==> config.mk <==
export PLATFORM = sky130hd
export DESIGN_NAME = lid_sensor_event_qualifier_flat
export DESIGN_NICKNAME = d
export VERILOG_FILES = /design/src/rtl/core/lsq_pkg.sv /design/src/rtl/core/lsq_ifs.sv /design/src/rtl/core/lsq_cfg_regs.sv /design/src/rtl/core/lsq_timer.sv /design/src/rtl/core/lid_sensor_event_qualifier.sv /design/src/flat_wrapper.sv
export SDC_FILE = /design/constraint.sdc
export NUM_CORES = 1
export LEC_CHECK = 0
export ABC_AREA = 1
export ABC_CLOCK_PERIOD_IN_PS = 1600
export BUFFER_PORTS_ARGS = -buffer_cell sky130_fd_sc_hd__buf_4
export CAP_MARGIN = 20
export CORE_ASPECT_RATIO = 1.5
export CORE_MARGIN = 2
export CORE_UTILIZATION = 55
export CTS_CLUSTER_SIZE = 25
export DETAILED_ROUTE_END_ITERATION = 16
export GPL_ROUTABILITY_DRIVEN = 0
export MAX_ROUTING_LAYER = met4
export PLACE_DENSITY_LB_ADDON = 0.3
export RECOVER_POWER = 25
export SETUP_SLACK_MARGIN = 0.1
export SYNTH_ARGS = -nofsm -noshare
export SYNTH_HDL_FRONTEND = slang
export SYNTH_SLANG_ARGS = --single-unit
==> constraint.sdc <==
create_clock -name clk -period 1.6 [get_ports clk]
set_input_delay 0.24 -clock clk [delete_from_list [all_inputs] [get_ports clk]]
set_output_delay 0.24 -clock clk [all_outputs]
set_load 0.05 [all_outputs]
==> src/rtl/core/lsq_pkg.sv <==
// Package for the lid sensor event qualifier.
// Holds the timer width, register and operation codes, and the config bundle.
// No dependencies; every other file of the block uses it.
package lsq_pkg;

	// Width of the close and hold countdowns.
	localparam int TIMER_BITS = 16;
	localparam logic [TIMER_BITS-1:0] TIMER_MAX = '1;

	// Width of the delay registers and of the config write data.
	localparam int DELAY_W  = 16;
	localparam int CFG_IDX_W = 2;

	// Register indexes on the config channel.
	typedef enum logic [CFG_IDX_W-1:0] {
		REG_ENABLED     = 2'd0,
		REG_ACTIVE_HIGH = 2'd1,
		REG_CLOSE_DELAY = 2'd2,
		REG_HOLD_WINDOW = 2'd3
	} cfg_reg_t;

	// Item operation codes.
	localparam logic OP_EDGE = 1'b0;
	localparam logic OP_TICK = 1'b1;

	// Reset values of the registers.
	localparam logic [DELAY_W-1:0] CLOSE_DELAY_RST = 16'd250;
	localparam logic [DELAY_W-1:0] HOLD_WINDOW_RST = 16'd3000;

	// Current register contents, as seen by the datapath.
	typedef struct packed {
		logic               enabled;
		logic               active_high;
		logic [DELAY_W-1:0] close_delay;
		logic [DELAY_W-1:0] hold_window;
	} cfg_t;

	// Controls for one countdown for a single beat.
	typedef struct packed {
		logic tick;
		logic arm;
		logic clear;
	} timer_ctl_t;

	// Delay loaded into a countdown, saturated at the counter's largest value.
	function automatic logic [TIMER_BITS-1:0] sat_load(logic [DELAY_W-1:0] ticks);
		logic [32:0] wide;
		logic [TIMER_BITS-1:0] v;
		wide = 33'(ticks);
		if (wide > 33'(TIMER_MAX)) begin
			v = TIMER_MAX;
		end else begin
			v = wide[TIMER_BITS-1:0];
		end
		return v;
	endfunction

endpackage

==> src/rtl/core/lsq_ifs.sv <==
// Channel interfaces of the lid sensor event qualifier.
// Input items, result items and config writes; depends on lsq_pkg.
interface lsq_in_if;
	logic valid;
	logic ready;
	logic op;
	logic sensor_level;
	modport source (output valid, op, sensor_level, input ready);
	modport sink (input valid, op, sensor_level, output ready);
endinterface

interface lsq_out_if;
	logic valid;
	logic ready;
	logic event_closed;
	logic lid_state;
	modport source (output valid, event_closed, lid_state, input ready);
	modport sink (input valid, event_closed, lid_state, output ready);
endinterface

interface lsq_cfg_if;
	logic valid;
	logic ready;
	logic [lsq_pkg::CFG_IDX_W-1:0] index;
	logic [lsq_pkg::DELAY_W-1:0] data;
	modport source (output valid, index, data, input ready);
	modport sink (input valid, index, data, output ready);
endinterface

==> src/rtl/core/lsq_cfg_regs.sv <==
// Configuration register file of the lid sensor event qualifier.
// Takes write beats from the config channel; depends on lsq_pkg and lsq_ifs.
module lsq_cfg_regs (
	input  logic           clk,
	input  logic           arst_n,
	lsq_cfg_if.sink        cfg,
	output lsq_pkg::cfg_t  regs
);
	import lsq_pkg::*;

	cfg_t regs_q;
	logic wr_en;

	// Writes are always taken.
	assign cfg.ready = 1'b1;
	assign wr_en = cfg.valid;

	// Register write decode.
	always_ff @(posedge clk or negedge arst_n) begin
		if (!arst_n) begin
			regs_q.enabled     <= 1'b1;
			regs_q.active_high <= 1'b0;
			regs_q.close_delay <= CLOSE_DELAY_RST;
			regs_q.hold_window <= HOLD_WINDOW_RST;
		end else if (wr_en) begin
			unique case (cfg_reg_t'(cfg.index))
				REG_ENABLED:     regs_q.enabled     <= cfg.data[0];
				REG_ACTIVE_HIGH: regs_q.active_high <= cfg.data[0];
				REG_CLOSE_DELAY: regs_q.close_delay <= cfg.data;
				REG_HOLD_WINDOW: regs_q.hold_window <= cfg.data;
				default: ;
			endcase
		end
	end

	assign regs = regs_q;

endmodule

==> src/rtl/core/lsq_timer.sv <==
// One millisecond countdown with a pending flag, used for close and hold.
// Fires on the tick where the count reaches one or less; depends on lsq_pkg.
module lsq_timer (
	input  logic                           clk,
	input  logic                           arst_n,
	input  lsq_pkg::timer_ctl_t            ctl,
	input  logic [lsq_pkg::TIMER_BITS-1:0] load_val,
	output logic                           pending,
	output logic                           fire
);
	import lsq_pkg::*;

	logic                  pending_q;
	logic [TIMER_BITS-1:0] count_q;
	logic                  expire;

	// A pending count of one or zero expires on the next tick.
	assign expire = pending_q && (count_q <= TIMER_BITS'(1));
	assign fire = ctl.tick && expire;
	assign pending = pending_q;

	// Arm loads a fresh delay; clear drops it; tick counts down.
	always_ff @(posedge clk or negedge arst_n) begin
		if (!arst_n) begin
			pending_q <= 1'b0;
			count_q   <= '0;
		end else if (ctl.arm) begin
			pending_q <= 1'b1;
			count_q   <= load_val;
		end else if (ctl.clear) begin
			pending_q <= 1'b0;
			count_q   <= '0;
		end else if (ctl.tick && pending_q) begin
			if (expire) begin
				pending_q <= 1'b0;
				count_q   <= '0;
			end else begin
				count_q <= count_q - TIMER_BITS'(1);
			end
		end
	end

endmodule

==> src/rtl/core/lid_sensor_event_qualifier.sv <==
// Lid sensor event qualifier: turns sensor edges and millisecond ticks into
// lid open and close events. An accepted input beat is held in the input
// register, then moves into the result register once that is free or
// draining. Throughput: one item per cycle, limited only by the result
// register draining. Reset: registers take their defaults (enabled, active
// low, 250, 3000); lid open, both countdowns idle. No clearing pass.
module lid_sensor_event_qualifier (
	input  logic      clk,
	input  logic      arst_n,
	lsq_in_if.sink    sensor,
	lsq_out_if.source events,
	lsq_cfg_if.sink   cfg
);
	import lsq_pkg::*;

	cfg_t regs;

	// Input stage.
	logic valid_s1;
	logic op_s1;
	logic level_s1;

	// Result register.
	logic out_valid_q;
	logic out_closed_q;
	logic out_lid_q;

	logic lid_closed_q;

	logic       advance;
	logic       is_tick;
	logic       edge_en;
	logic       reads_open;
	logic       open_evt;
	logic       close_pending;
	logic       close_fire;
	logic       hold_pending;
	logic       hold_fire;
	logic       has_result;
	logic       lid_next;
	timer_ctl_t close_ctl;
	timer_ctl_t hold_ctl;
	logic [TIMER_BITS-1:0] close_load;
	logic [TIMER_BITS-1:0] hold_load;

	lsq_cfg_regs u_cfg (
		.clk    (clk),
		.arst_n (arst_n),
		.cfg    (cfg),
		.regs   (regs)
	);

	// The held beat moves on once the result register is free or draining.
	assign advance = valid_s1 && (!out_valid_q || events.ready);
	assign sensor.ready = !valid_s1 || advance;

	always_ff @(posedge clk or negedge arst_n) begin
		if (!arst_n) begin
			valid_s1 <= 1'b0;
		end else if (sensor.ready) begin
			valid_s1 <= sensor.valid;
		end
	end

	always_ff @(posedge clk) begin
		if (sensor.valid && sensor.ready) begin
			op_s1    <= sensor.op;
			level_s1 <= sensor.sensor_level;
		end
	end

	// Decode of the held beat against the current state.
	assign is_tick    = (op_s1 == OP_TICK);
	assign edge_en    = advance && !is_tick && regs.enabled;
	assign reads_open = (level_s1 != regs.active_high);
	assign open_evt   = edge_en && reads_open && !hold_pending;

	assign close_ctl.tick  = advance && is_tick;
	assign close_ctl.clear = edge_en;
	assign close_ctl.arm   = edge_en && !reads_open;
	assign close_load = sat_load(hold_pending ? regs.hold_window : regs.close_delay);

	assign hold_ctl.tick  = advance && is_tick;
	assign hold_ctl.clear = 1'b0;
	assign hold_ctl.arm   = edge_en && reads_open;
	assign hold_load = sat_load(regs.hold_window);

	lsq_timer u_close (
		.clk      (clk),
		.arst_n   (arst_n),
		.ctl      (close_ctl),
		.load_val (close_load),
		.pending  (close_pending),
		.fire     (close_fire)
	);

	lsq_timer u_hold (
		.clk      (clk),
		.arst_n   (arst_n),
		.ctl      (hold_ctl),
		.load_val (hold_load),
		.pending  (hold_pending),
		.fire     (hold_fire)
	);

	// Lid state after this beat.
	always_comb begin
		lid_next = lid_closed_q;
		if (close_fire) begin
			lid_next = 1'b1;
		end else if (open_evt) begin
			lid_next = 1'b0;
		end
	end

	assign has_result = close_fire || open_evt;

	always_ff @(posedge clk or negedge arst_n) begin
		if (!arst_n) begin
			lid_closed_q <= 1'b0;
		end else begin
			lid_closed_q <= lid_next;
		end
	end

	// Result register.
	always_ff @(posedge clk or negedge arst_n) begin
		if (!arst_n) begin
			out_valid_q <= 1'b0;
		end else if (advance) begin
			out_valid_q <= has_result;
		end else if (events.ready) begin
			out_valid_q <= 1'b0;
		end
	end

	always_ff @(posedge clk) begin
		if (advance && has_result) begin
			out_closed_q <= close_fire;
			out_lid_q    <= lid_next;
		end
	end

	assign events.valid        = out_valid_q;
	assign events.event_closed = out_closed_q;
	assign events.lid_state    = out_lid_q;

	// The reported lid state always matches the kind of event.
	a_lid_matches_event: assert property (@(posedge clk) disable iff (!arst_n)
		events.valid |-> (events.lid_state == events.event_closed))
		else $error("lid state does not match event kind");

	// An open event always starts the hold window.
	a_open_starts_hold: assert property (@(posedge clk) disable iff (!arst_n)
		open_evt |=> hold_pending)
		else $error("hold window not running after open event");

	// A close event leaves the lid closed.
	a_close_sets_lid: assert property (@(posedge clk) disable iff (!arst_n)
		close_fire |=> lid_closed_q)
		else $error("lid not closed after close event");

	// Input stalls only while a beat is held behind a stalled result.
	a_stall_reason: assert property (@(posedge clk) disable iff (!arst_n)
		!sensor.ready |-> (valid_s1 && out_valid_q && !events.ready))
		else $error("input stalled without a blocked result");

	// Hold countdown expiry never produces a result of its own.
	a_hold_silent: assert property (@(posedge clk) disable iff (!arst_n)
		(hold_fire && !close_fire) |-> !open_evt)
		else $error("hold expiry coincides with an edge");

endmodule

==> src/flat_wrapper.sv <==
// flat-port wrapper written by rule: the top's interface ports become plain ports
module lid_sensor_event_qualifier_flat import lsq_pkg::*;
  (clk, arst_n, sensor_valid, sensor_op, sensor_sensor_level, sensor_ready, events_valid, events_event_closed, events_lid_state, events_ready, cfg_valid, cfg_index, cfg_data, cfg_ready);
  lsq_in_if sensor_i ();
  lsq_out_if events_i ();
  lsq_cfg_if cfg_i ();
  input  logic clk;
  input  logic arst_n;
  input wire logic [$bits(sensor_i.valid)-1:0] sensor_valid;
  input wire logic [$bits(sensor_i.op)-1:0] sensor_op;
  input wire logic [$bits(sensor_i.sensor_level)-1:0] sensor_sensor_level;
  output wire logic [$bits(sensor_i.ready)-1:0] sensor_ready;
  output wire logic [$bits(events_i.valid)-1:0] events_valid;
  output wire logic [$bits(events_i.event_closed)-1:0] events_event_closed;
  output wire logic [$bits(events_i.lid_state)-1:0] events_lid_state;
  input wire logic [$bits(events_i.ready)-1:0] events_ready;
  input wire logic [$bits(cfg_i.valid)-1:0] cfg_valid;
  input wire logic [$bits(cfg_i.index)-1:0] cfg_index;
  input wire logic [$bits(cfg_i.data)-1:0] cfg_data;
  output wire logic [$bits(cfg_i.ready)-1:0] cfg_ready;
  assign sensor_i.valid = sensor_valid;
  assign sensor_i.op = sensor_op;
  assign sensor_i.sensor_level = sensor_sensor_level;
  assign sensor_ready = sensor_i.ready;
  assign events_valid = events_i.valid;
  assign events_event_closed = events_i.event_closed;
  assign events_lid_state = events_i.lid_state;
  assign events_i.ready = events_ready;
  assign cfg_i.valid = cfg_valid;
  assign cfg_i.index = cfg_index;
  assign cfg_i.data = cfg_data;
  assign cfg_ready = cfg_i.ready;
  lid_sensor_event_qualifier u_core (.clk(clk), .arst_n(arst_n), .sensor(sensor_i), .events(events_i), .cfg(cfg_i));
endmodule
Yosys cells after proc, flatten, opt, wreduce, memory -nomap -nowiden. Cells that the tools add are included.

Register bits after elaboration: 75. Bits in latches: 0. Memory bits (writable): 0. Memory bits (read-only): 0. Bits of input ports: 25. Output and inout port bits: 5. Logic and storage cells: 76. Memories: 0.

Add/sub/neg operators: 2. Multipliers: 0. Divide/modulo/power cells: 0. Magnitude comparators: 2. Eq/ne operators: 4. Shifts and indexed selects: 0. Multiplexer cells: 19. Bitwise operators: 0. Reductions and logical operators: 34.

Operators by type and width (count): two-way mux 16 bit (8); less-or-equal comparator 16 x 1 -> 1 bit (second input constant) (2); subtractor 16 x 1 -> 16 bit (second input constant) (2); logical AND 1 bit (14); AND reduction 2 bit (6); two-way mux 1 bit (11); nonzero test 2 bit (3); nonzero test 3 bit (2); logical NOT 1 bit (5); equality test 2 bit (second input constant) (2); logical OR 1 bit (3); equality test 2 x 1 -> 1 bit (second input constant) (1); logical NOT 2 bit (1); inequality test 1 bit (1).

Depth between registers and ports, before layout.
Depth after elaboration: 9. Mapped depth: 11.

Cells and area by module. From an unflattened synthesis, not the netlist that was laid out.

Cell total of the unflattened synthesis: 607. Area total of the unflattened synthesis: 4635.7 um^2.

By module, submodules not included: lsq_timer (instances 2, cells each 182, area an instance 1312.5 um^2, seq. area each 425.4 um^2); lsq_cfg_regs (instances 1, cells each 158, area an instance 1470.2 um^2, seq. area each 868.3 um^2); lid_sensor_event_qualifier (instances 1, cells each 85, area an instance 540.5 um^2, seq. area each 195.2 um^2).

Worst setup path after synthesis. OpenSTA, ideal clock, no wires.

Path type: reg2reg. Start point: reg u_core.out_valid_q (netlist: u_core.events.valid). End point: reg u_core.op_s1 (netlist: u_core.is_tick), enable pin. Library setup time: 248 ps. Arrival time: 1480 ps. Data required time: 1352 ps. Path slack: -128 ps. Stages on the path, launching flop included: 4. Buffers on the path: 0. Clock period less this slack: 1728 ps. Cell sequence: dfrtp_1 > nand3_1 > nand2_1 > inv_1.

Longest elaborated chain between the ends: 5.

Ends and longest elaborated chain: start: declaration (RTL line lid_sensor_event_qualifier.sv:24) `logic out_valid_q;`; start signal: assignment (RTL line lid_sensor_event_qualifier.sv:131) `out_valid_q <= has_result;`; logical NOT 1 bit (RTL line lid_sensor_event_qualifier.sv:54) `assign advance = valid_s1 && (!out_valid_q || events.ready);`; logical OR 1 bit (RTL line lid_sensor_event_qualifier.sv:54); logical AND 1 bit (RTL line lid_sensor_event_qualifier.sv:54); logical OR 1 bit (RTL line lid_sensor_event_qualifier.sv:55) `assign sensor.ready = !valid_s1 || advance;`; named net sensor_ready (RTL line flat_wrapper.sv:12) `output wire logic [$bits(sensor_i.ready)-1:0] sensor_ready;`; logical AND 1 bit (RTL line lid_sensor_event_qualifier.sv:66) `if (sensor.valid && sensor.ready) begin`; end signal: assignment (RTL line lid_sensor_event_qualifier.sv:67) `op_s1 <= sensor.op;`; end: declaration (RTL line lid_sensor_event_qualifier.sv:20) `logic op_s1;`.

The timed path passes the listed nets, and every way through them passes these cells. A chain may end at the register's enable or synchronous reset.

Worst setup path after layout.
Start point: reg u_core.u_hold.pending_q (netlist: u_core.u_hold.pending). End point: reg u_core.u_hold.count_q[4].

Longest elaborated chain between the ends: 4. Elaborated cells on any way between the ends: 6. Those cells by class: mux: 3; reduce/logical: 3.

Ends and longest elaborated chain: start: declaration (RTL line lsq_timer.sv:13) `logic pending_q;`; start signal: assignment (RTL line lsq_timer.sv:25) `pending_q <= 1'b0;`; start signal: assignment (RTL line lsq_timer.sv:28) `pending_q <= 1'b1;`; start signal: assignment (RTL line lsq_timer.sv:31) `pending_q <= 1'b0;`; logical AND 1 bit (RTL line lsq_timer.sv:18) `assign expire = pending_q && (count_q <= TIMER_BITS'(1));`; two-way mux 16 bit (RTL line lsq_timer.sv:34) `if (expire) begin`; two-way mux 16 bit (RTL line lsq_timer.sv:33) `end else if (ctl.tick && pending_q) begin`; two-way mux 16 bit (RTL line lsq_timer.sv:27) `end else if (ctl.arm) begin`; end signal: assignment (RTL line lsq_timer.sv:29) `count_q <= load_val;`; end signal: assignment (RTL line lsq_timer.sv:38) `count_q <= count_q - TIMER_BITS'(1);`; end: declaration (RTL line lsq_timer.sv:14) `logic [TIMER_BITS-1:0] count_q;`.

Parallel ways exist; a longest one is shown, timed or not. The select of a mux whose other input is x is not followed.

==> results.cfg <==
[finish]
post-route-util = 0.709
n_antenna_cell = 0
regArea_um2 = 1920
n_fill_cell = 592
multiInputGateArea_um2 = 2280
layout-drive-gt1-share = 0.256
areaGrowthSynthToFinish_pct = 25.8
layoutNonFillerInstCount = 732
fin_nets = 654

[placed_design]
io_buffers = 28
numPlacedInstances = 704
place_hpwl_um = 7500
preCtsSetupSlack_ns = -0.0313

[synth]
yosysWarnings = 0
synthArstFlopShare = 0.947
synth-main-ff-cell = dfrtp_1
synth-edff-count = 4
syn_area_per_cell_um2 = 7.43
synth_top_area_share = 0.333
yosysMostFrequentCell = nand2_1
ys_seq_elements = 75
syn_area_um2 = 4290
synth_cell_type_count = 39
synth.area.top_cells = dfrtp_1 (33%), nand2_1 (17%), dfstp_2 (8.6%)
ys_seq_area_frac = 0.447
syn_nets = 606
synth_common_cells = nand2_1 (190), nor2_1 (58), dfrtp_1 (57), inv_1 (57)
netlist_instances = 577
synth_top_area_cell = dfrtp_1

[power_and_ir_drop]
p_per_area_nw_per_um2 = 1610
ir_drop_mv = 1.10
p_leak_nw = 2.58

[sta]
fin_setup_tns_ns = 0
finalSetupViolations = 0
tightest_slew_ns = 1.05
setup_slack_ns = 0.0505
period_minus_slack_ns = 1.55
clock_skew_ns = 0.00291
grt_setup_unrepaired = true
finalCritPeriodShare = 0.968
timing.fmax_mhz = 645
slew_headroom = 0.301
slew_viol_final = 0
hold_violations = 0

[detailed_routing]
drt_iter0_markers = 321
routedWlPerCell_um = 15.7
vias = 4007
drc = 0
routed_via_density = 5.47
drt_first_pass_iters = 5
wirelength_um = 11500
antenna_left = 0

[global_route]
grt_pass1_wl_um = 18200
grt_max_degree = 38
grt_overflow = 0
grt_pass1_vias = 3967
grt_usage = 0.278
antenna_found_initial = 0

[floorplan]
initial_core_util = 0.563
rows = 39
core_area_um2 = 7610
dieArea_um2 = 8530
fp.dieW_um = 76.1
die_h_um = 112
ios = 30

[clocking]
clock_sinks = 75
cts_tree = built
htree_levels = 3
root_buffer = clkbuf_16
clkTransAtPathRegs_ns = 0.06
cts.path.max_buffers = 2
cts_buffers = 9
clk_latency_ns = 0.34

[critical_path]
start_kind = flip-flop
path_class = reg2reg
end_kind = flip-flop
cp_slowest_cell = dfrtp_1
cp_top_family = simple AND/OR/NAND/NOR gates
required_ns = 1.82
worstPathBufferInverterCount = 1
crit_fanout = 9
slowest_delay_ns = 0.61
cp_data_arrival_time_ns = 1.77
worstPathCellList = nand3_1, nor2_2, nand3_2, nand2_2, inv_4, nand2_4, o21bai_1

[run]
maxCapViolCount = 0

[min_path]
min_path_type = in2reg

[run_status]
status = completed
-- per-layer routing --
layer	global-route usage	routed length, um	vias up	part of all wire
met1	0.303	4250	1886	0.37
met2	0.471	6050	155	0.53
met5	-	0	-	0
met3	0.0434	496	54	0.043
met4	0.184	667	0	0.058
li1	-	-	1912	-
-- logic make-up (layout without fill, tap and decap cells) --
family          Yosys count  count (layout)  share of synthesized area
other cells               1               1                   0.000875
buf+inv                  86             139                     0.0867
flops                    75              75                      0.447
compound gates           78              78                      0.102
simple gates            314             314                      0.314
fa+ha+maj                 4               4                     0.0117
xor+xnor                 19              19                     0.0388
-- registers in the layout, indices dropped and copies added (netlist names) --
register,cells
u_core.u_cfg.regs,34
u_core.u_close.count_q,16
u_core.u_hold.count_q,16
u_core.events.event_closed,1
u_core.events.lid_state,1
u_core.events.valid,1
u_core.is_tick,1
u_core.level_s1,1
u_core.lid_closed_q,1
u_core.u_close.pending,1
u_core.u_hold.pending,1
u_core.valid_s1,1
-- repair_timing --
item,CTS,global route
buffers inserted,2,7
gates resized for setup,16,52
gates cloned,1,1
hold buffers,1,0
hold endpoints to repair,27,0
endpoints found under the setup margin,35,36
pin swaps,3,12
-- where the power goes --
part | leakage, nW | switching, mW | internal, mW | total (mW)
logic | 1.55 | 1.97 | 1.33 | 3.30
registers | 0.867 | 0.617 | 2.48 | 3.10
clock network | 0.165 | 0.832 | 1.47 | 2.31
-- metrics by stage --
step                      area [um2]  total power, mW  hold slack (ns)
after floorplan                 4310             4.89          -0.0556
after global placement          4680             5.55            0.253
after detailed placement        4680             5.64            0.257
after CTS                       5110             8.12           0.0640
after global routing            5390             9.22           0.0839
final                           5390             8.70           0.0957
-- cell usage in the layout, fill, tap and decap left out, types with 4 or more instances in the layout --
cell / synthesis / layout
o21bai_1: 9 / 9
nor2_2: 4 / 9
nor2_1: 58 / 48
a21oi_2: 1 / 9
edfxtp_1: 4 / 4
inv_2: 11 / 13
nand3_2: 1 / 5
a21oi_1: 15 / 7
nand2_2: 5 / 11
o21ai_1: 7 / 7
nand3_4: 0 / 5
o21ai_0: 42 / 41
nand3_1: 42 / 33
inv_1: 57 / 53
dfrtp_1: 57 / 56
clkbuf_16: 0 / 11
nor2_4: 2 / 7
xnor2_1: 5 / 4
nand2_1: 190 / 181
buf_4: 3 / 41
dfstp_2: 14 / 14
xor2_1: 14 / 14
-- layout make-up --
class,instances,area share
multi-input combinational,416,0.423
sequential,75,0.355
tap,102,0.0237
timing repair inverter,1,0.00162
clock inverter,6,0.0174
inverter,69,0.0513
timing repair buffer,53,0.0817
clock buffer,10,0.0464
-- final timing paths --
kind / slack (ns) / endpoint / from / cells past startpoint
min in group asynchronous: 0.61 / u_core.u_hold.count_q[10] / arst_n / 2
min reg2reg: 0.49 / u_core.lid_closed_q / u_core.lid_closed_q / 2
max in group asynchronous: 0.19 / u_core.u_cfg.regs[17] / arst_n / 3
min: 0.1 / u_core.level_s1 / sensor_sensor_level / 1
max reg2reg: 0.05 / u_core.u_hold.count_q[4] / u_core.u_hold.pending / 7
max: 0.05 / u_core.u_hold.count_q[4] / u_core.u_hold.pending / 7
No activity file was read; power rests on OpenSTA's default activity.
